`src/hw/rtl/go_to_goal_steering_assert.svh`:
```
// ----------------------------------------------------------------------------
// go_to_goal_steering_assert.svh
// Assertion macros for the go-to-goal steering block. In synthesis the
// macros expand to nothing.
// ----------------------------------------------------------------------------
`ifndef GO_TO_GOAL_STEERING_ASSERT_SVH
`define GO_TO_GOAL_STEERING_ASSERT_SVH

`ifndef SYNTHESIS

// Same-cycle implication, checked on every clock edge outside reset.
`define GTG_ASSERT_IMP(lbl, ante, cons) \
	lbl: assert property (@(posedge clk) disable iff (!arst_n) (ante) |-> (cons)) \
		else $error("%m: implication check failed");

// Next-cycle implication, checked on every clock edge outside reset.
`define GTG_ASSERT_NXT(lbl, ante, cons) \
	lbl: assert property (@(posedge clk) disable iff (!arst_n) (ante) |=> (cons)) \
		else $error("%m: next-cycle check failed");

`else

`define GTG_ASSERT_IMP(lbl, ante, cons)
`define GTG_ASSERT_NXT(lbl, ante, cons)

`endif

`endif

```
`src/hw/rtl/gtg_pkg.sv`:
```
`timescale 1ns / 1ps
`default_nettype none
// ----------------------------------------------------------------------------
// gtg_pkg
// Shared types, fixed-point constants, register indices and datapath
// operation codes of the go-to-goal steering block.
// ----------------------------------------------------------------------------
package gtg_pkg;

	// Width of an iteration index carried with each datapath command.
	localparam int STEP_W = 5;
	// Root bits from the square-root unit and quotient bits from the divider.
	localparam int SQRT_ITERS = 17;
	localparam int DIV_ITERS  = 17;

	// Angle constants in Q3.12 and Q.16 radians.
	localparam logic signed [15:0] PI_Q12      = 16'sd12868;
	localparam logic signed [15:0] HALF_PI_Q12 = 16'sd6434;
	localparam logic signed [15:0] TWO_PI_Q12  = 16'sd25736;
	localparam logic signed [19:0] PI_Q16      = 20'sd205887;
	localparam logic signed [19:0] HALF_PI_Q16 = 20'sd102944;
	localparam logic signed [19:0] CORDIC_START = 20'sd39797;

	// Configuration register indices.
	localparam int CFG_IDX_W = 3;
	localparam logic [CFG_IDX_W-1:0] REG_LINEAR_GAIN  = 3'd0;
	localparam logic [CFG_IDX_W-1:0] REG_SPEED_LIMIT  = 3'd1;
	localparam logic [CFG_IDX_W-1:0] REG_ANGULAR_GAIN = 3'd2;
	localparam logic [CFG_IDX_W-1:0] REG_ARRIVE_TOL   = 3'd3;
	localparam logic [CFG_IDX_W-1:0] REG_ACTIVE       = 3'd4;

	// Datapath operations issued by the controller.
	typedef logic [4:0] op_t;
	localparam op_t OP_NONE        = 5'd0;
	localparam op_t OP_CAPTURE     = 5'd1;
	localparam op_t OP_SQ1         = 5'd2;
	localparam op_t OP_SQ2         = 5'd3;
	localparam op_t OP_SQRT_STEP   = 5'd4;
	localparam op_t OP_CHECK       = 5'd5;
	localparam op_t OP_CORDIC_STEP = 5'd6;
	localparam op_t OP_MUL1        = 5'd7;
	localparam op_t OP_MUL2        = 5'd8;
	localparam op_t OP_DIV_INIT    = 5'd9;
	localparam op_t OP_DIV_STEP    = 5'd10;
	localparam op_t OP_DIV_END     = 5'd11;
	localparam op_t OP_RSQ         = 5'd12;
	localparam op_t OP_VEC_INIT    = 5'd13;
	localparam op_t OP_OUT1        = 5'd14;
	localparam op_t OP_OUT2        = 5'd15;
	localparam op_t OP_WRITE       = 5'd16;

	typedef struct packed {
		op_t               op;
		logic [STEP_W-1:0] step;
	} cmd_t;

	typedef struct packed {
		logic eligible;
		logic arrive;
		logic dzero;
		logic out_busy;
	} sts_t;

	// Arctangent of 2^-i in Q.16 radians.
	function automatic logic [16:0] atan_q16(input logic [STEP_W-1:0] i);
		logic [16:0] v;
		unique case (i)
			5'd0:  v = 17'd51472;
			5'd1:  v = 17'd30386;
			5'd2:  v = 17'd16055;
			5'd3:  v = 17'd8150;
			5'd4:  v = 17'd4091;
			5'd5:  v = 17'd2047;
			5'd6:  v = 17'd1024;
			5'd7:  v = 17'd512;
			5'd8:  v = 17'd256;
			5'd9:  v = 17'd128;
			5'd10: v = 17'd64;
			5'd11: v = 17'd32;
			5'd12: v = 17'd16;
			5'd13: v = 17'd8;
			5'd14: v = 17'd4;
			5'd15: v = 17'd2;
			5'd16: v = 17'd1;
			default: v = 17'd0;
		endcase
		return v;
	endfunction

endpackage
`default_nettype wire

```
`src/hw/rtl/gtg_ctrl.sv`:
```
`timescale 1ns / 1ps
`default_nettype none
// ----------------------------------------------------------------------------
// gtg_ctrl
// Sequencer of the steering block: walks one item through the distance root,
// then as the item needs the heading rotation, division, arcsine and output.
// ----------------------------------------------------------------------------
module gtg_ctrl import gtg_pkg::*; #(
	parameter int CORDIC_STEPS = 16
) (
	input  wire logic clk,
	input  wire logic arst_n,
	input  wire logic in_valid,
	output logic      in_ready,
	input  wire sts_t sts,
	output cmd_t      cmd
);

	localparam logic [4:0] S_IDLE   = 5'd0;
	localparam logic [4:0] S_SQ1    = 5'd1;
	localparam logic [4:0] S_SQ2    = 5'd2;
	localparam logic [4:0] S_SQRTD  = 5'd3;
	localparam logic [4:0] S_CHECK  = 5'd4;
	localparam logic [4:0] S_ROT    = 5'd5;
	localparam logic [4:0] S_MUL1   = 5'd6;
	localparam logic [4:0] S_MUL2   = 5'd7;
	localparam logic [4:0] S_DIVI   = 5'd8;
	localparam logic [4:0] S_DIVS   = 5'd9;
	localparam logic [4:0] S_DIVE   = 5'd10;
	localparam logic [4:0] S_RSQ    = 5'd11;
	localparam logic [4:0] S_SQRTA  = 5'd12;
	localparam logic [4:0] S_VECI   = 5'd13;
	localparam logic [4:0] S_VEC    = 5'd14;
	localparam logic [4:0] S_OUT1   = 5'd15;
	localparam logic [4:0] S_OUT2   = 5'd16;
	localparam logic [4:0] S_WRITE  = 5'd17;

	localparam logic [STEP_W-1:0] SQRT_LAST = STEP_W'(SQRT_ITERS - 1);
	localparam logic [STEP_W-1:0] DIV_LAST  = STEP_W'(DIV_ITERS - 1);
	localparam logic [STEP_W-1:0] ROT_LAST  = STEP_W'(CORDIC_STEPS - 1);

	logic [4:0]        state_q, state_d;
	logic [STEP_W-1:0] cnt_q, cnt_d;

	// Next state, iteration count and the command for this cycle.
	always_comb begin
		state_d  = state_q;
		cnt_d    = cnt_q;
		in_ready = 1'b0;
		cmd.op   = OP_NONE;
		cmd.step = cnt_q;
		unique case (state_q)
			S_IDLE: begin
				in_ready = 1'b1;
				if (in_valid) begin
					cmd.op  = OP_CAPTURE;
					state_d = S_SQ1;
				end
			end
			S_SQ1: begin
				cmd.op  = OP_SQ1;
				state_d = S_SQ2;
			end
			S_SQ2: begin
				cmd.op  = OP_SQ2;
				state_d = S_SQRTD;
			end
			S_SQRTD: begin
				cmd.op = OP_SQRT_STEP;
				if (cnt_q == SQRT_LAST) begin
					cnt_d   = '0;
					state_d = S_CHECK;
				end else begin
					cnt_d = cnt_q + 1'b1;
				end
			end
			S_CHECK: begin
				cmd.op = OP_CHECK;
				priority if (!sts.eligible || sts.arrive) begin
					state_d = S_WRITE;
				end else if (sts.dzero) begin
					state_d = S_OUT1;
				end else begin
					state_d = S_ROT;
				end
			end
			S_ROT: begin
				cmd.op = OP_CORDIC_STEP;
				if (cnt_q == ROT_LAST) begin
					cnt_d   = '0;
					state_d = S_MUL1;
				end else begin
					cnt_d = cnt_q + 1'b1;
				end
			end
			S_MUL1: begin
				cmd.op  = OP_MUL1;
				state_d = S_MUL2;
			end
			S_MUL2: begin
				cmd.op  = OP_MUL2;
				state_d = S_DIVI;
			end
			S_DIVI: begin
				cmd.op  = OP_DIV_INIT;
				state_d = S_DIVS;
			end
			S_DIVS: begin
				cmd.op = OP_DIV_STEP;
				if (cnt_q == DIV_LAST) begin
					cnt_d   = '0;
					state_d = S_DIVE;
				end else begin
					cnt_d = cnt_q + 1'b1;
				end
			end
			S_DIVE: begin
				cmd.op  = OP_DIV_END;
				state_d = S_RSQ;
			end
			S_RSQ: begin
				cmd.op  = OP_RSQ;
				state_d = S_SQRTA;
			end
			S_SQRTA: begin
				cmd.op = OP_SQRT_STEP;
				if (cnt_q == SQRT_LAST) begin
					cnt_d   = '0;
					state_d = S_VECI;
				end else begin
					cnt_d = cnt_q + 1'b1;
				end
			end
			S_VECI: begin
				cmd.op  = OP_VEC_INIT;
				state_d = S_VEC;
			end
			S_VEC: begin
				cmd.op = OP_CORDIC_STEP;
				if (cnt_q == ROT_LAST) begin
					cnt_d   = '0;
					state_d = S_OUT1;
				end else begin
					cnt_d = cnt_q + 1'b1;
				end
			end
			S_OUT1: begin
				cmd.op  = OP_OUT1;
				state_d = S_OUT2;
			end
			S_OUT2: begin
				cmd.op  = OP_OUT2;
				state_d = S_WRITE;
			end
			S_WRITE: begin
				if (!sts.out_busy) begin
					cmd.op  = OP_WRITE;
					state_d = S_IDLE;
				end
			end
			default: begin
				cnt_d   = '0;
				state_d = S_IDLE;
			end
		endcase
	end

	// State and iteration counter.
	always_ff @(posedge clk or negedge arst_n) begin
		if (!arst_n) begin
			state_q <= S_IDLE;
			cnt_q   <= '0;
		end else begin
			state_q <= state_d;
			cnt_q   <= cnt_d;
		end
	end

endmodule
`default_nettype wire

```
`config.mk`:
```
export PLATFORM = sky130hd
export DESIGN_NAME = gtg_ctrl
export DESIGN_NICKNAME = d
export VERILOG_FILES = /design/src/hw/rtl/go_to_goal_steering_assert.svh /design/src/hw/rtl/gtg_pkg.sv /design/src/hw/rtl/gtg_ctrl.sv
export SDC_FILE = /design/constraint.sdc
export NUM_CORES = 1
export LEC_CHECK = 0
export BUFFER_PORTS_ARGS = -buffer_cell sky130_fd_sc_hd__buf_2
export CAP_MARGIN = 30
export CORE_MARGIN = 2
export CORE_UTILIZATION = 34
export CTS_CLUSTER_DIAMETER = 40
export DETAILED_ROUTE_END_ITERATION = 8
export SYNTH_ARGS = -nofsm -noshare
export SYNTH_HDL_FRONTEND = slang
export SYNTH_SLANG_ARGS = --single-unit
```
`constraint.sdc`:
```
create_clock -name clk -period 4 [get_ports clk]
set_input_delay 0.8 -clock clk [delete_from_list [all_inputs] [get_ports clk]]
set_output_delay 0.8 -clock clk [all_outputs]
set_load 0.1 [all_outputs]
```
==> results of run 1 <==
-- through the flow --
| step | worst slack [ns] | hold WS [ns] | instance area [um2] | utilization (%) |
|---|---|---|---|---|
| 2_1_floorplan | 0.0743 | 0.504 | 916 | - |
| 3_3_place_gp | 1.48 | 0.554 | 1000 | 39.6 |
| 3_5_place_dp | 1.46 | 0.569 | 1000 | 39.6 |
| 4_1_cts | 1.18 | 0.380 | 1040 | 41.1 |
| 5_1_grt | 1.01 | 0.383 | 1040 | 41.1 |
| 6_report | 1.18 | 0.375 | 1040 | 41.1 |
-- cells by family after synthesis --
family / synth area share [%]
xor gates and xnor gates: 1.91
DFF: 27.3
buffers and inverters: 7.51
adders and majority gates: 5.46
muxes: 2.46
and+or+nand+nor: 27.9
AOI/OAI and AO/OA: 27.5
-- cell type report --
cell class	count	area, um2	area share, %
Clock buffer	4	36.3	3.50
Multi-Input combinational cell	88	597	57.6
Timing Repair Buffer	17	85.1	8.21
Tap cell	30	37.5	3.62
Sequential cell	10	250	24.2
Inverter	8	30.0	2.90
-- final timing paths --
kind                                           to  depth (start not counted)
max reg2reg                state_q[0]$_DFFE_PN0P_                          5
max in group asynchronous    cnt_q[0]$_DFFE_PN0N_                          1
max                                        cmd[5]                          5
min                          cnt_q[4]$_DFFE_PN0N_                          1
min reg2reg                  cnt_q[3]$_DFFE_PN0N_                          1
min in group clk             cnt_q[3]$_DFFE_PN0N_                          1
-- sequential cells by signal, summed over array words and instances (netlist names) --
register	count
cnt_q	5
state_q	5
-- per-layer routing --
layer  routed length [um]  GRT usage [%]
met1                  986           18.9
met2                  982           21.3
met3                   56           3.02
met4                   13           3.06
met5                    0              0
-- worst max-delay path, delay by kind of cell (launching register included) --
kind,cells,cell delay [ns]
AO/OA/AOI/OAI,3,0.34
buffers and inverters,1,0.44
flip-flops,1,0.60
AND/OR/NAND/NOR,1,0.37
-- cells in the mapped netlist, types with 2 or more instances --
master,instances
nor2_1,11
dfrtp_1,10
a21oi_1,8
nand2_1,8
inv_1,7
o21ai_0,5
buf_2,4
ha_1,4
nand2b_1,3
nand3_1,3
nor3_1,3
nor3b_1,3
o21ai_1,3
o22ai_1,3
a21o_1,2
a22o_1,2
clkbuf_1,2
nand3b_1,2
or3_1,2
==> run summary, run 1 <==
During I/O placement, the number of pins put on the boundary was 18. For the pin with the worst max-slew slack, the measured transition is 0.595 ns. TritonCTS built the clock tree. The path class of the tightest hold or removal check is primary input to asynchronous set/reset pin. The clock input transition at the sequential cells of the worst setup and hold paths is 0.07 ns, and the clock latency on the worst-skew pair is 0.27 ns. Across the run, the number of max-cap violations was 0.

Counting the buffers created by CTS gives 3. The most common cell after layout, fill and taps aside was buf_2. Number of port buffers: 17. Including well taps, the total number of placed cells is 153. For the final database, setup skew stands at 0.00785 ns.

A synthesized cell averages 8.03 um2. Summed over all nets, the half-perimeter wirelength after detailed placement is 1530 um. CTS saw 10 sinks.

For the wire length of the first global-routing pass, the log shows 3470 um. The startpoint type of the worst setup path is a register. The total overflow left after global routing is 0. During synthesis, Yosys emitted a total of 0 warnings. Headroom to the max-slew limit came out at 60.3%. On the critical path, the stage with the largest delay is an instance of dfrtp_1. The internal reg-to-reg setup slack was 1.85 ns; the DRC violation count after routing was 0.

The post-detailed-routing wire length is 2040 um. Ranked by total cell area, the synthesized netlist is headed by dfrtp_1, ha_1, nor2_1. The worst register-to-register path begins at state_q[2]$_DFFE_PN0P_. The run gives 0 as the initial antenna violation count. The worst stage delay on the critical path came out at 0.60 ns.

Number of fill cells in the layout: 278. The flow ran to the end, and the final reports show no timing, DRC or antenna violations. The run gives 27.3% as the register area share after synthesis. The number of hold buffers added after CTS came out at 0.

In this run, the number of DRC markers left after iteration 0 of detailed routing was 15. 0 antenna diodes ended up in the layout. For the maximum clock insertion buffer count, the log shows 2.

The library cells used most frequently in the layout, excluding fill and tap cells, are buf_2, nor2_1, dfrtp_1. The post-synthesis cell count came out at 114. Timing would allow up to 355 MHz.

The critical path arrival was 2.02 ns. The async set-reset flop share out of synthesis was 100%. The post-route antenna net violation count is 0, and the number of global-route vias before repair is 773. Number of different library cells in the post-synthesis netlist: 48. Compared with the post-synthesis result, the final layout area differs by 13.1%. The tools report the layout net count as 139. The most instantiated flip-flop cell in the synthesis netlist is dfrtp_1. After synthesis, the largest area contributor takes up 27.3% of total cell area. The share of the cycle needed by the critical path after routing was 70.4%; the minimum clock period was 2.82 ns. Using the TritonRoute via totals, the vias-per-cell ratio works out to 5.54. The horizontal die dimension works out to 55.9 um.

The number of synthesized register bits works out to 10. The cell that appears most often on the critical path is o21ai_0. dfrtp_1 takes more of the synthesized area than any other cell. The vertical die dimension works out to 55.9 um. Counting every net in the synthesized netlist gives 125. The run gives 0 as the post-CTS setup repair buffer count. The mapped netlist covers 916 um2. For the final hold violation count, the log shows 0. The critical path goes through or2_1, o21ai_0, a21oi_1, o21ai_0, buf_2. Gates resized during post-CTS repair numbered 0. The average wire length per cell after detail routing is 13.0 um, and the maximum fanout along the worst path is 21.

The die covers 3120 um2. After floorplanning, the core was divided into 18 placement rows. Setup violations remaining at the end of the flow were counted as 0.

The run gives 870 as the via total after detailed routing. The type of the worst setup path was register to output port. Proportion of layout cells with a drive suffix above 1: 21.3%. The root cell of the clock tree is clkbuf_4. Setup repair after global routing left no endpoint under its margin. The beginning of the critical path was state_q[2]$_DFFE_PN0P_. The tools report the endpoint kind of the worst setup timing path as an output port. The logs give 0 for the max-slew violation count and 13.5% for the total track usage. The sum of negative setup slack was 0 ns; the number of non-filler instances in the completed layout was 157. The run gives 2520 um2 as the standard cell core area. The starting density of the core came out at 36.3%.

Entering global routing, the biggest net connects 22 pins. Before antenna repair, the detailed router went through 6 iterations. The number of H-tree levels came out at 1. For the worst setup path, the data required time is 3.20 ns.

The congestion estimate from routability-driven global placement came to 0.816. Number of synthesized flops with an enable pin: 0.
Power of run 1 is left out: the tool's default activity adds up to more than one toggle a clock period on the data nets, which glitch-free logic cannot reach.
==> inputs of run 2 (changes only) <==
- clock period: 4 -> 2.9 ns (I/O delays scaled with it)
==> run summary, run 2 (synthesis results as in run 1) <==
The minimum clock period is 2.57 ns, and the maximum number of pins on one net before global-route repair is 22 (unchanged). Initial antenna violation count: 0 (unchanged). The worst slew slack as a fraction of its limit came out at 58.9% (was 60.3%). Highest-count cells in the layout ignoring fill and taps: buf_2, nor2_1, dfrtp_1 (unchanged). Maximum clock insertion buffer count: 2 (unchanged). The run finished with clean final reports. The run gives 10 (unchanged) as the number of clock sinks. The startpoint of the lowest-slack register-to-register path was state_q[0]$_DFFE_PN0P_ (was state_q[2]$_DFFE_PN0P_). The proportion of layout cells with a drive suffix above 1 was 22.8% (was 21.3%); the average wire length per cell after detail routing was 13.3 um (was 13.0 um). The run gives 36.3% (unchanged) as the starting density of the core. The most common cell after layout, fill and taps aside is buf_2 (unchanged). The post-CTS setup repair buffer count came out at 0 (unchanged). The DRC violation count after routing is 0 (unchanged). TritonCTS built the clock tree. The logs give 41.5% (was 41.1%) for the post-layout utilization of the core and 0 (unchanged) for the count of cells resized by post-cts repair. The logs give 3 (unchanged) for the number of buffers created by CTS and 0 (unchanged) for the max-slew violation count. The type of the worst setup path is register to output port (unchanged). Setup repair after global routing left no endpoint under its margin. The data required time at the worst endpoint came out at 2.32 ns (was 3.20 ns). The post-route antenna net violation count was 0 (unchanged); the number of port buffers was 17 (unchanged). Termination of the worst setup path: cmd[5] (unchanged). The tools report the worst clock skew as 0.00892 ns (was 0.00785 ns). The post-detailed-routing wire length is 2090 um (was 2040 um).

The area growth from synthesis to final layout was 14.3% (was 13.1%); the achievable clock frequency was 389 MHz. The number of global-route vias before repair came out at 803 (was 773). In the finished design, the share of the clock period the worst path needs comes to 88.7%.

Largest registers: cnt_q x5, state_q x5 (unchanged). The number of cells traversed by the worst register-to-register path was 5 (unchanged). Worst hold-check path type: primary input to asynchronous set/reset pin (unchanged). The tools report the number of max-capacitance violations reported as 0 (unchanged).

The internal reg-to-reg setup slack is 0.75 ns (was 1.85 ns). Root cell of the clock tree: clkbuf_4 (unchanged). Design area: 1050 um2 (was 1040 um2). The startpoint type of the worst setup path is a register (unchanged). The total track usage was 14.3% (was 13.5%). The vertical die dimension was 55.9 um (unchanged).

The wire length of the first global-routing pass was 3620 um (was 3470 um). The logs give 139 (unchanged) for the layout net count and 157 (unchanged) for the number of non-filler instances in the completed layout. The iteration-0 DRC count of the detailed router is 24 (was 15), and the standard cell core area is 2520 um2 (unchanged). The number of top-level design ports was 18 (unchanged); the pin slew with the least headroom to its limit was 0.616 ns (was 0.595 ns).

The horizontal die dimension is 55.9 um (unchanged), and the number of H-tree levels is 1 (unchanged). The run gives 0 (unchanged) as the total overflow reported by the global router. The tools report the number of core rows as 18 (unchanged).

The detailed placer's ending HPWL came out at 1490 um (was 1530 um). The beginning of the critical path is state_q[0]$_DFFE_PN0P_ (was state_q[2]$_DFFE_PN0P_). The tools report the number of diodes as 0 (unchanged).

The via total after detailed routing is 871 (was 870), and the maximum fanout along the worst path is 21 (unchanged). The tools report the number of detailed-routing iterations run before antenna repair as 4 (was 6). The cell area after placement is 1010 um2 (was 1000 um2). The final hold violation count is 0 (unchanged). The tools report the number of fill cells in the layout as 259 (was 278). The number of vias per cell was 5.55 (was 5.54).

The tools report the capturing point of the worst reg2reg path as state_q[0]$_DFFE_PN0P_ (unchanged). The critical path arrival came out at 1.99 ns (was 2.02 ns). The tools report the cell total after placement as 153 (unchanged). For the clock latency on the worst-skew pair, the log shows 0.26 ns (was 0.27 ns).

The final-report setup violation count was 0 (unchanged); the worst slack on hold paths was 0.163 ns (was 0.375 ns). The clock input transition at the sequential cells of the worst setup and hold paths was 0.07 ns (about the same); the area enclosed by the die boundary was 3120 um2 (unchanged). The tools report the endpoint kind of the worst setup timing path as an output port (unchanged). The tools report the number of hold buffers added after CTS as 0 (unchanged). For the final weighted congestion in routability-driven placement, the log shows 0.730 (was 0.816).
[run 2: cell count changes in the layout (fill, tap and decap cells not counted)]
cell	change
o21ai_0	-2
o21ai_1	+2
nor3_1	-1
nor3_2	+1
o22ai_1	-1
o22ai_2	+1
[run 2: metal layers]
layer | routed length (um) | global-route usage, % | vias up
li1 | - | - | 438
met5 | 0 | 0 | -
met3 | 70 | 4.88 | 4
met4 | 25 | 3.74 | 0
met2 | 990 | 21.6 | 16
met1 | 1000 | 19.7 | 413
[run 2: final cells by class]
type                    instances  area [um2]  area share (%)
multi-input cells              88         608            58.1
flip-flops and latches         10         250            23.9
repair buffers                 17        85.1            8.12
well taps                      30        37.5            3.58
clock buffers                   4        36.3            3.46
inverters                       8        30.0            2.87
[run 2: how the worst min path moves through the flow]
stage / depth (start not counted) / to / from
finish: 1 / cnt_q[4]$_DFFE_PN0N_ / arst_n
global route: 1 / cnt_q[3]$_DFFE_PN0N_ / arst_n
CTS: 1 / cnt_q[3]$_DFFE_PN0N_ / arst_n
detailed placement: 1 / cnt_q[3]$_DFFE_PN0N_ / arst_n
global placement: 1 / cnt_q[3]$_DFFE_PN0N_ / arst_n
floorplan: 0 / cnt_q[0]$_DFFE_PN0N_ / arst_n
[run 2: critical path: stages, from the launching register on]
cell	delay [ns]
dfrtp_1	0.61
or2_1	0.36
o21ai_0	0.09
a21oi_1	0.10
o21ai_1	0.13
buf_2	0.44
[run 2: metrics by stage]
stage	setup slack, ns	setup TNS [ns]
after floorplan	-0.0733	-0.0733
after global placement	0.661	0
after detailed placement	0.636	0
after CTS	0.333	0
after global routing	0.0738	0
final	0.329	0
Power of run 2 is left out for the same reason.
